File: src/design/speck96_pkg.sv
// shared types, constants and round functions for the speck96 cipher core
// no dependencies; imported by every module of the block
package speck96_pkg;

  localparam int WORD_W         = 48;
  localparam int RC_W           = 5;
  localparam int CFG_IDX_W      = 2;
  localparam int KEY_WORDS_DEF  = 2;
  localparam int MAX_ROUNDS_DEF = 28;
  localparam int ROT_A          = 8;
  localparam int ROT_B          = 3;

  localparam logic [RC_W-1:0] RC_RESET = RC_W'(28);

  typedef logic [WORD_W-1:0] word_t;

  typedef struct packed {
    word_t x;
    word_t y;
  } block_t;

  typedef enum logic [CFG_IDX_W-1:0] {
    CFG_KEY_WORD_0,
    CFG_KEY_WORD_1,
    CFG_KEY_WORD_2,
    CFG_ROUND_COUNT
  } cfg_index_t;

  typedef enum logic [1:0] {
    ST_IDLE,
    ST_BUILD,
    ST_RUN,
    ST_DONE
  } state_t;

  typedef enum logic [1:0] {
    RING_HOLD,
    RING_FWD,
    RING_BWD
  } ring_op_t;

  typedef enum logic [1:0] {
    DP_HOLD,
    DP_LOAD,
    DP_FWD,
    DP_INV
  } dp_op_t;

  function automatic word_t rotr(word_t v, int s);
    return (v >> s) | (v << (WORD_W - s));
  endfunction

  function automatic word_t rotl(word_t v, int s);
    return (v << s) | (v >> (WORD_W - s));
  endfunction

  // x' = ((x >>> 8) + y) ^ k, y' = (y <<< 3) ^ x'
  function automatic block_t fwd_round(block_t b, word_t k);
    block_t r;
    word_t  a;
    a   = (rotr(b.x, ROT_A) + b.y) ^ k;
    r.x = a;
    r.y = rotl(b.y, ROT_B) ^ a;
    return r;
  endfunction

  function automatic block_t inv_round(block_t b, word_t k);
    block_t r;
    word_t  yb;
    word_t  a;
    yb  = rotr(b.y ^ b.x, ROT_B);
    a   = (b.x ^ k) - yb;
    r.x = rotl(a, ROT_A);
    r.y = yb;
    return r;
  endfunction

endpackage

File: src/design/speck96_key_cell.sv
// one cell of the round key ring: holds one round key word
// depends on speck96_pkg; shifts toward either neighbor or holds
module speck96_key_cell import speck96_pkg::*; (
  input  logic     clk,
  input  ring_op_t op,
  input  word_t    from_next,
  input  word_t    from_prev,
  output word_t    key
);

  always_ff @(posedge clk) begin
    case (op)
      RING_FWD: key <= from_next;
      RING_BWD: key <= from_prev;
      default:  key <= key;
    endcase
  end

endmodule

File: src/design/speck96_round_unit.sv
// block register with one shared forward/inverse round per cycle unless op holds or loads
// depends on speck96_pkg round functions
module speck96_round_unit import speck96_pkg::*; (
  input  logic   clk,
  input  dp_op_t op,
  input  block_t load_blk,
  input  word_t  key,
  output block_t blk,
  output block_t blk_next
);

  always_comb begin
    case (op)
      DP_LOAD: blk_next = load_blk;
      DP_FWD:  blk_next = fwd_round(blk, key);
      DP_INV:  blk_next = inv_round(blk, key);
      default: blk_next = blk;
    endcase
  end

  always_ff @(posedge clk) begin
    blk <= blk_next;
  end

endmodule

File: src/design/speck96_block_cipher_core.sv
// speck 96 block cipher core: key schedule, round key ring, round unit
// depends on speck96_pkg, speck96_key_cell, speck96_round_unit
//
// usage
//   input channel: in_valid / in_stall carry one beat of command, left_in,
//   right_in; command 0 encrypts, 1 decrypts. output channel: out_valid /
//   out_stall carry one beat of left_out, right_out per input beat.
//   config port: cfg_write, cfg_index, cfg_data write the key words and the
//   round count; write only while no block is in flight.
//   key schedule: any config write drops the keys; the ring of MAX_ROUNDS
//   key cells is refilled, and in_stall stays high until it is done.
//   after reset the same fill runs. the block takes a new beat only once
//   the previous one has left the round unit, since the key ring makes one
//   full turn per block through the single round unit.
//   a finished block waits in the output register while the next one is
//   accepted and worked on; if the receiver still stalls when that one is
//   done, it holds in the round unit until the output register frees up.
//   reset (rst, synchronous) clears keys, sets round count to 28 and
//   empties the output register.
module speck96_block_cipher_core import speck96_pkg::*; #(
  parameter int KEY_WORDS  = KEY_WORDS_DEF,
  parameter int MAX_ROUNDS = MAX_ROUNDS_DEF
) (
  input  logic                 clk,
  input  logic                 rst,
  input  logic                 cfg_write,
  input  logic [CFG_IDX_W-1:0] cfg_index,
  input  logic [WORD_W-1:0]    cfg_data,
  input  logic                 in_valid,
  output logic                 in_stall,
  input  logic                 command,
  input  logic [WORD_W-1:0]    left_in,
  input  logic [WORD_W-1:0]    right_in,
  output logic                 out_valid,
  input  logic                 out_stall,
  output logic [WORD_W-1:0]    left_out,
  output logic [WORD_W-1:0]    right_out
);

  localparam int STEP_W = $clog2(MAX_ROUNDS);
  localparam logic [STEP_W-1:0] LAST_STEP = STEP_W'(MAX_ROUNDS - 1);
  localparam logic [RC_W-1:0]   MAX_RC    = RC_W'(MAX_ROUNDS);

  // configuration registers
  word_t             key_word_0;
  word_t             key_word_1;
  word_t             key_word_2;
  logic [RC_W-1:0]   round_count;
  logic              keys_ready;

  // control
  state_t            state, state_next;
  logic [STEP_W-1:0] step, step_next;
  logic              dir;
  logic              last;
  logic              in_accept;
  logic              out_free;
  logic              out_load;

  // key schedule chain
  word_t             kcur;
  word_t             chain_a;
  word_t             chain_b;
  block_t            sched_in;
  block_t            sched;

  // key ring and datapath
  word_t             ring_key [MAX_ROUNDS];
  word_t             tail_in;
  ring_op_t          ring_op;
  dp_op_t            dp_op;
  word_t             round_key;
  block_t            in_blk;
  block_t            blk;
  block_t            blk_next;
  block_t            out_blk;

  // round window
  logic [RC_W-1:0]   n_rounds;
  logic [RC_W-1:0]   dec_start;
  logic [RC_W-1:0]   step_ext;
  logic              round_active;

  // ---------------------------------------------------------------
  // configuration writes; any write drops the key store
  // ---------------------------------------------------------------
  always_ff @(posedge clk) begin
    if (rst) begin
      key_word_0  <= '0;
      key_word_1  <= '0;
      key_word_2  <= '0;
      round_count <= RC_RESET;
    end else if (cfg_write) begin
      case (cfg_index_t'(cfg_index))
        CFG_KEY_WORD_0:  key_word_0  <= cfg_data;
        CFG_KEY_WORD_1:  key_word_1  <= cfg_data;
        CFG_KEY_WORD_2:  key_word_2  <= cfg_data;
        CFG_ROUND_COUNT: round_count <= cfg_data[RC_W-1:0];
        default:         ;
      endcase
    end
  end

  always_ff @(posedge clk) begin
    if (rst) begin
      keys_ready <= 1'b0;
    end else if (cfg_write) begin
      keys_ready <= 1'b0;
    end else if (state == ST_BUILD && last) begin
      keys_ready <= 1'b1;
    end
  end

  // ---------------------------------------------------------------
  // handshake terms
  // ---------------------------------------------------------------
  assign in_stall  = !(state == ST_IDLE && keys_ready);
  assign in_accept = in_valid && !in_stall;
  assign out_free  = !out_valid || !out_stall;
  assign last      = (step == LAST_STEP);

  // ---------------------------------------------------------------
  // sequencer: next state
  // ---------------------------------------------------------------
  always_comb begin
    state_next = state;
    case (state)
      ST_IDLE: begin
        if (!cfg_write && !keys_ready) begin
          state_next = ST_BUILD;
        end else if (in_accept) begin
          state_next = ST_RUN;
        end
      end
      ST_BUILD: begin
        // a write mid-fill restarts the schedule from the new key
        if (cfg_write || last) begin
          state_next = ST_IDLE;
        end
      end
      ST_RUN: begin
        if (last) begin
          state_next = out_free ? ST_IDLE : ST_DONE;
        end
      end
      ST_DONE: begin
        if (out_free) begin
          state_next = ST_IDLE;
        end
      end
      default: state_next = ST_IDLE;
    endcase
  end

  always_comb begin
    if ((state == ST_BUILD || state == ST_RUN) && state_next == state) begin
      step_next = step + STEP_W'(1);
    end else begin
      step_next = '0;
    end
  end

  always_ff @(posedge clk) begin
    if (rst) begin
      state <= ST_IDLE;
      step  <= '0;
    end else begin
      state <= state_next;
      step  <= step_next;
    end
  end

  // ---------------------------------------------------------------
  // round window: encrypt uses steps below n, decrypt the last n steps
  // ---------------------------------------------------------------
  assign n_rounds     = (round_count > MAX_RC) ? MAX_RC : round_count;
  assign dec_start    = MAX_RC - n_rounds;
  assign step_ext     = RC_W'(step);
  assign round_active = dir ? (step_ext >= dec_start) : (step_ext < n_rounds);

  // ---------------------------------------------------------------
  // sequencer: outputs
  // ---------------------------------------------------------------
  always_comb begin
    ring_op  = RING_HOLD;
    dp_op    = DP_HOLD;
    out_load = 1'b0;
    case (state)
      ST_IDLE: begin
        if (in_accept) begin
          dp_op = DP_LOAD;
        end
      end
      ST_BUILD: begin
        ring_op = RING_FWD;
      end
      ST_RUN: begin
        // one full turn of the ring per block leaves it aligned again
        ring_op = dir ? RING_BWD : RING_FWD;
        if (round_active) begin
          dp_op = dir ? DP_INV : DP_FWD;
        end
        out_load = last && out_free;
      end
      ST_DONE: begin
        out_load = out_free;
      end
      default: ;
    endcase
  end

  // ---------------------------------------------------------------
  // key schedule: round function on the chain with the step as key
  // ---------------------------------------------------------------
  always_comb begin
    sched_in.x = chain_a;
    sched_in.y = kcur;
    sched      = fwd_round(sched_in, word_t'(step));
  end

  always_ff @(posedge clk) begin
    if (state == ST_IDLE) begin
      kcur    <= key_word_0;
      chain_a <= key_word_1;
      chain_b <= key_word_2;
    end else if (state == ST_BUILD) begin
      kcur    <= sched.y;
      chain_a <= (KEY_WORDS == 3) ? chain_b : sched.x;
      chain_b <= sched.x;
    end
  end

  // ---------------------------------------------------------------
  // round key ring: keys enter at the tail during the fill, then rotate
  // ---------------------------------------------------------------
  assign tail_in = (state == ST_BUILD) ? kcur : ring_key[0];

  for (genvar i = 0; i < MAX_ROUNDS; i++) begin : g_ring
    word_t nb_next;
    word_t nb_prev;
    if (i == MAX_ROUNDS - 1) begin : g_tail
      assign nb_next = tail_in;
    end else begin : g_mid
      assign nb_next = ring_key[i+1];
    end
    if (i == 0) begin : g_head
      assign nb_prev = ring_key[MAX_ROUNDS-1];
    end else begin : g_body
      assign nb_prev = ring_key[i-1];
    end
    speck96_key_cell u_cell (
      .clk       (clk),
      .op        (ring_op),
      .from_next (nb_next),
      .from_prev (nb_prev),
      .key       (ring_key[i])
    );
  end

  // encrypt reads the head, decrypt reads the tail while turning backward
  assign round_key = dir ? ring_key[MAX_ROUNDS-1] : ring_key[0];

  // ---------------------------------------------------------------
  // datapath
  // ---------------------------------------------------------------
  always_ff @(posedge clk) begin
    if (in_accept) begin
      dir <= command;
    end
  end

  assign in_blk.x = left_in;
  assign in_blk.y = right_in;

  speck96_round_unit u_round (
    .clk      (clk),
    .op       (dp_op),
    .load_blk (in_blk),
    .key      (round_key),
    .blk      (blk),
    .blk_next (blk_next)
  );

  // last step hands its own result straight to the output register
  assign out_blk = (state == ST_RUN) ? blk_next : blk;

  // ---------------------------------------------------------------
  // output register
  // ---------------------------------------------------------------
  always_ff @(posedge clk) begin
    if (rst) begin
      out_valid <= 1'b0;
    end else if (out_load) begin
      out_valid <= 1'b1;
    end else if (!out_stall) begin
      out_valid <= 1'b0;
    end
  end

  always_ff @(posedge clk) begin
    if (out_load) begin
      left_out  <= out_blk.x;
      right_out <= out_blk.y;
    end
  end

endmodule

File: config.mk
export PLATFORM = sky130hd
export DESIGN_NAME = speck96_block_cipher_core
export DESIGN_NICKNAME = d
export VERILOG_FILES = /design/src/design/speck96_pkg.sv /design/src/design/speck96_key_cell.sv /design/src/design/speck96_round_unit.sv /design/src/design/speck96_block_cipher_core.sv
export SDC_FILE = /design/constraint.sdc
export NUM_CORES = 2
export LEC_CHECK = 0
export ABC_CLOCK_PERIOD_IN_PS = 68100
export BUFFER_PORTS_ARGS = -buffer_cell sky130_fd_sc_hd__buf_2
export CORE_MARGIN = 2
export CORE_UTILIZATION = 25
export DETAILED_ROUTE_END_ITERATION = 8
export PLACE_DENSITY = 0.4
export REMOVE_ABC_BUFFERS = 1
export SKIP_LAST_GASP = 1
export SYNTH_ARGS = -nofsm -noshare
export SYNTH_HDL_FRONTEND = slang
export SYNTH_SLANG_ARGS = --single-unit
File: constraint.sdc
create_clock -name clk -period 68.1 [get_ports clk]
set_input_delay 3.405 -clock clk [delete_from_list [all_inputs] [get_ports clk]]
set_output_delay 3.405 -clock clk [all_outputs]
set_load 0.01 [all_outputs]
==> flow_summary_export.csv <==
group,metric,value,unit
floorplan,die_w,586,um
clock_tree,htree_levels,4,
synthesis,synthArstFlopShare,0,
run_status,status,"finished, final reports clean",
sta,maxSlewHeadroom,0.113,
clock_tree,numCtsBuffers,212,
job,maxCapViolCount,0,
synthesis,synth_top_family_by_area,"simple AND/OR/NAND/NOR gates",
routing,drcViolationCount,0,
setup_path,startpoint_type,"register",
synthesis,synth_cell_types,90,
placement,dpl.hpwl,180000,um
synthesis,synthCells,8883,
sta,drv_slew,0,
placement,dpl_cell_area,90600,um^2
sta,fin_worst_skew,0.0373,ns
global_route,grt_overflow,0,
sta,fmax,160,MHz
global_route,grt_pass1_wl,390000,um
layout,drive_gt1_frac,0.0825,
placement,dp_cells,13200,
routing,wl_per_cell,19.2,um
setup_path,cp_data_arrival_time,2.83,ns
global_route,first_global_vias,61700,
placement,gp_congestion,0.892,
layout,final_cells,13600,
sta,tightest_slew,1.33,ns
clock_tree,cts_sinks,1743,
layout,final_area,97200,um^2
synthesis,synth_edf_count,1537,
sta,rsz0062_at_grt,"false",
clock_tree,root_buffer,"clkbuf_16",
clock_tree,clk_latency,0.87,ns
synthesis,synth_seq_cells,1743,
layout,area_growth,14.6,%
synthesis,yosys_warnings,0,
synthesis,synthesis.area,84800,um^2
placement,port_buffers,249,
synthesis,yosys.area_share.adder,0.0237,
layout,final_nets,9246,
clock_tree,tritoncts,"yes",
synthesis,synth-xor-area-share,0.0397,
clock_tree,cts_hold_buf,0,
clock_tree,clkTransAtPathRegs,0.06,ns
setup_path,critical_path_class,"register to primary output",
worst_hold_path,hold_path.class,"register to register",
synthesis,synth-simple-area-share,0.221,
routing,drt_iter0_drc,4922,
global_route,grt_start_max_net_pins,237,
floorplan,core,337000,um^2
setup_path,crit_required,64.69,ns
floorplan,fp-row-count,213,
floorplan,fp.dieH,586,um
synthesis,synth_seq_area_share,0.593,
pwr,power_density,32.5,nW/um^2
clock_tree,clk_path_buf_depth,4,
floorplan,start_util,0.252,
synthesis,synth_ff_type,"edfxtp_1",
sta,fin_crit_sh,0.0916,
routing,viasPerCell,4.58,
clock_tree,ctsResizeCount,0,
routing,num_vias,62500,
setup_path,crit_fanout,81,
floorplan,io-pin-count,250,
routing,drt_wl_total,262000,um
global_route,globalRouteTotalUtil,0.148,
synthesis,synth_compound_area_frac,0.0705,
routing,dr.pass1.iters,5,
sta,finalSetupViolCount,0,
pwr,leakage,38.7,nW
floorplan,die_area,344000,um^2
sta,finalCriticalPeriod,6.24,ns
synthesis,synth_mux_area_frac,0.0276,
setup_path,cp-end-kind,"primary output",
routing,ant_nets,0,
global_route,antenna_found_initial,66,
clock_tree,post-cts-setup-buffers,0,
pwr,peakVddDrop,0.0236,mV
sta,hold_viol,0,
sta,tns,0,ns
layout,fillers,35600,
synthesis,synth_area_per_cell,9.55,um^2
pwr,p_total,0.00316,W
## through the flow
| step | utilization | setup slack (ns) | hold WS [ns] |
|---|---|---|---|
| detailed placement | 0.269 | 61.16 | 0.444 |
| global placement | 0.269 | 61.19 | 0.438 |
| CTS | 0.288 | 61.65 | 0.454 |
| floorplan | - | -31.39 | 0.427 |
| finish | 0.288 | 61.86 | 0.455 |
| global route | 0.288 | 61.65 | 0.464 |
## critical path: stages (launching register included)
cell and delay [ns]:
dfxtp_1 0.36, inv_1 0.20, ha_4 0.15, buf_4 0.68
nand2_1 0.33, buf_2 0.24
## layer usage
layer  vias to the layer above  wire length [um]  global-route usage
met5                         -               253                   0
met1                     30700            122000               0.204
li1                      30000                 -                   -
met2                      1310            120000               0.240
met3                       359             15000              0.0286
met4                        44              4810              0.0284
## final timing paths
kind                         startpoint                    endpoint  slack (ns)  depth (start not counted)
max                 state[0]$_SDFF_PP0_                    in_stall       61.86                          5
min          key_word_0[8]$_SDFFE_PP0P_  key_word_0[8]$_SDFFE_PP0P_        0.45                          2
max reg2reg               dir$_DFFE_PP_      left_out[45]$_DFFE_PP_       62.06                         16
min reg2reg  key_word_0[8]$_SDFFE_PP0P_  key_word_0[8]$_SDFFE_PP0P_        0.45                          2
## report_power, final
part	total, W	internal [W]	leakage, nW	switching (W)
sequential	0.00139	0.00129	16.2	0.0000987
combinational	0.000689	0.000258	19.4	0.000431
clock	0.00108	0.000613	3.17	0.000466
## placed cells by master, fill, tap and decap left out, types with 46 or more instances in the layout
cell / count
a21o_1: 83
a21oi_1: 344
a31oi_1: 46
buf_2: 248
buf_4: 71
clkbuf_1: 61
clkbuf_16: 213
clkinv_1: 52
dfxtp_1: 206
edfxtp_1: 1537
ha_1: 153
inv_1: 53
mux2_2: 93
mux2i_1: 118
nand2_1: 4454
nor2_1: 198
o21ai_0: 226
xnor2_1: 295
xor2_1: 87
## registers in the layout, summed over array words and instances, names as in the netlist
register	cells
chain_a	48
dir	1
g_ring.u_cell.key	1344
kcur	48
key_word_0	48
key_word_1	48
keys_ready	1
left_out	48
out_valid	1
right_out	48
round_count	5
state	2
step	5
u_round.blk	96
## cells by family (layout without fill, tap and decap cells)
group	after synthesis	count (layout)
xor gates and xnor gates	383	383
AOI/OAI and AO/OA	975	975
muxes	216	216
and+or+nand+nor	4866	4866
DFF	1743	1743
adders and majority gates	159	159
other	0	9
buffers and inverters	541	771
## cell usage after synthesis (all sizes together), types with 7 or more instances
cell type | n | share of area
buf | 36 | 0.0019
and2 | 13 | 0.00097
a221oi | 12 | 0.0016
dfxtp | 206 | 0.049
a21o | 83 | 0.0073
xnor2 | 295 | 0.030
nor2b | 17 | 0.0013
a211o | 11 | 0.0011
o31ai | 7 | 0.00074
a21oi | 348 | 0.021
a211oi | 45 | 0.0040
o21bai | 29 | 0.0026
o21ai | 240 | 0.014
nand2b | 13 | 0.00096
ha | 156 | 0.023
o21a | 21 | 0.0019
a31oi | 47 | 0.0035
nand3 | 37 | 0.0022
edfxtp | 1537 | 0.54
and3 | 16 | 0.0012
a32oi | 11 | 0.0011
o211ai | 30 | 0.0027
xor2 | 87 | 0.0090
nand2 | 4456 | 0.20
inv | 53 | 0.0023
o22ai | 23 | 0.0017
nor3 | 36 | 0.0022
nor2 | 201 | 0.0089
clkbuf | 451 | 0.020
mux2 | 93 | 0.012
mux2i | 118 | 0.014
or3 | 12 | 0.00089
nand4 | 36 | 0.0028
## cell type report
type	instances	area [um^2]	area share
antenna	9	22.5	0.000232
clock buffer	284	5700	0.0586
clock inverter	108	818	0.00842
inverter	54	203	0.00209
multi-input combinational	6599	32600	0.336
sequential	1743	50300	0.517
tap	4515	5650	0.0581
timing repair buffer	325	1890	0.0195
No activity file was read; power rests on OpenSTA's default activity.
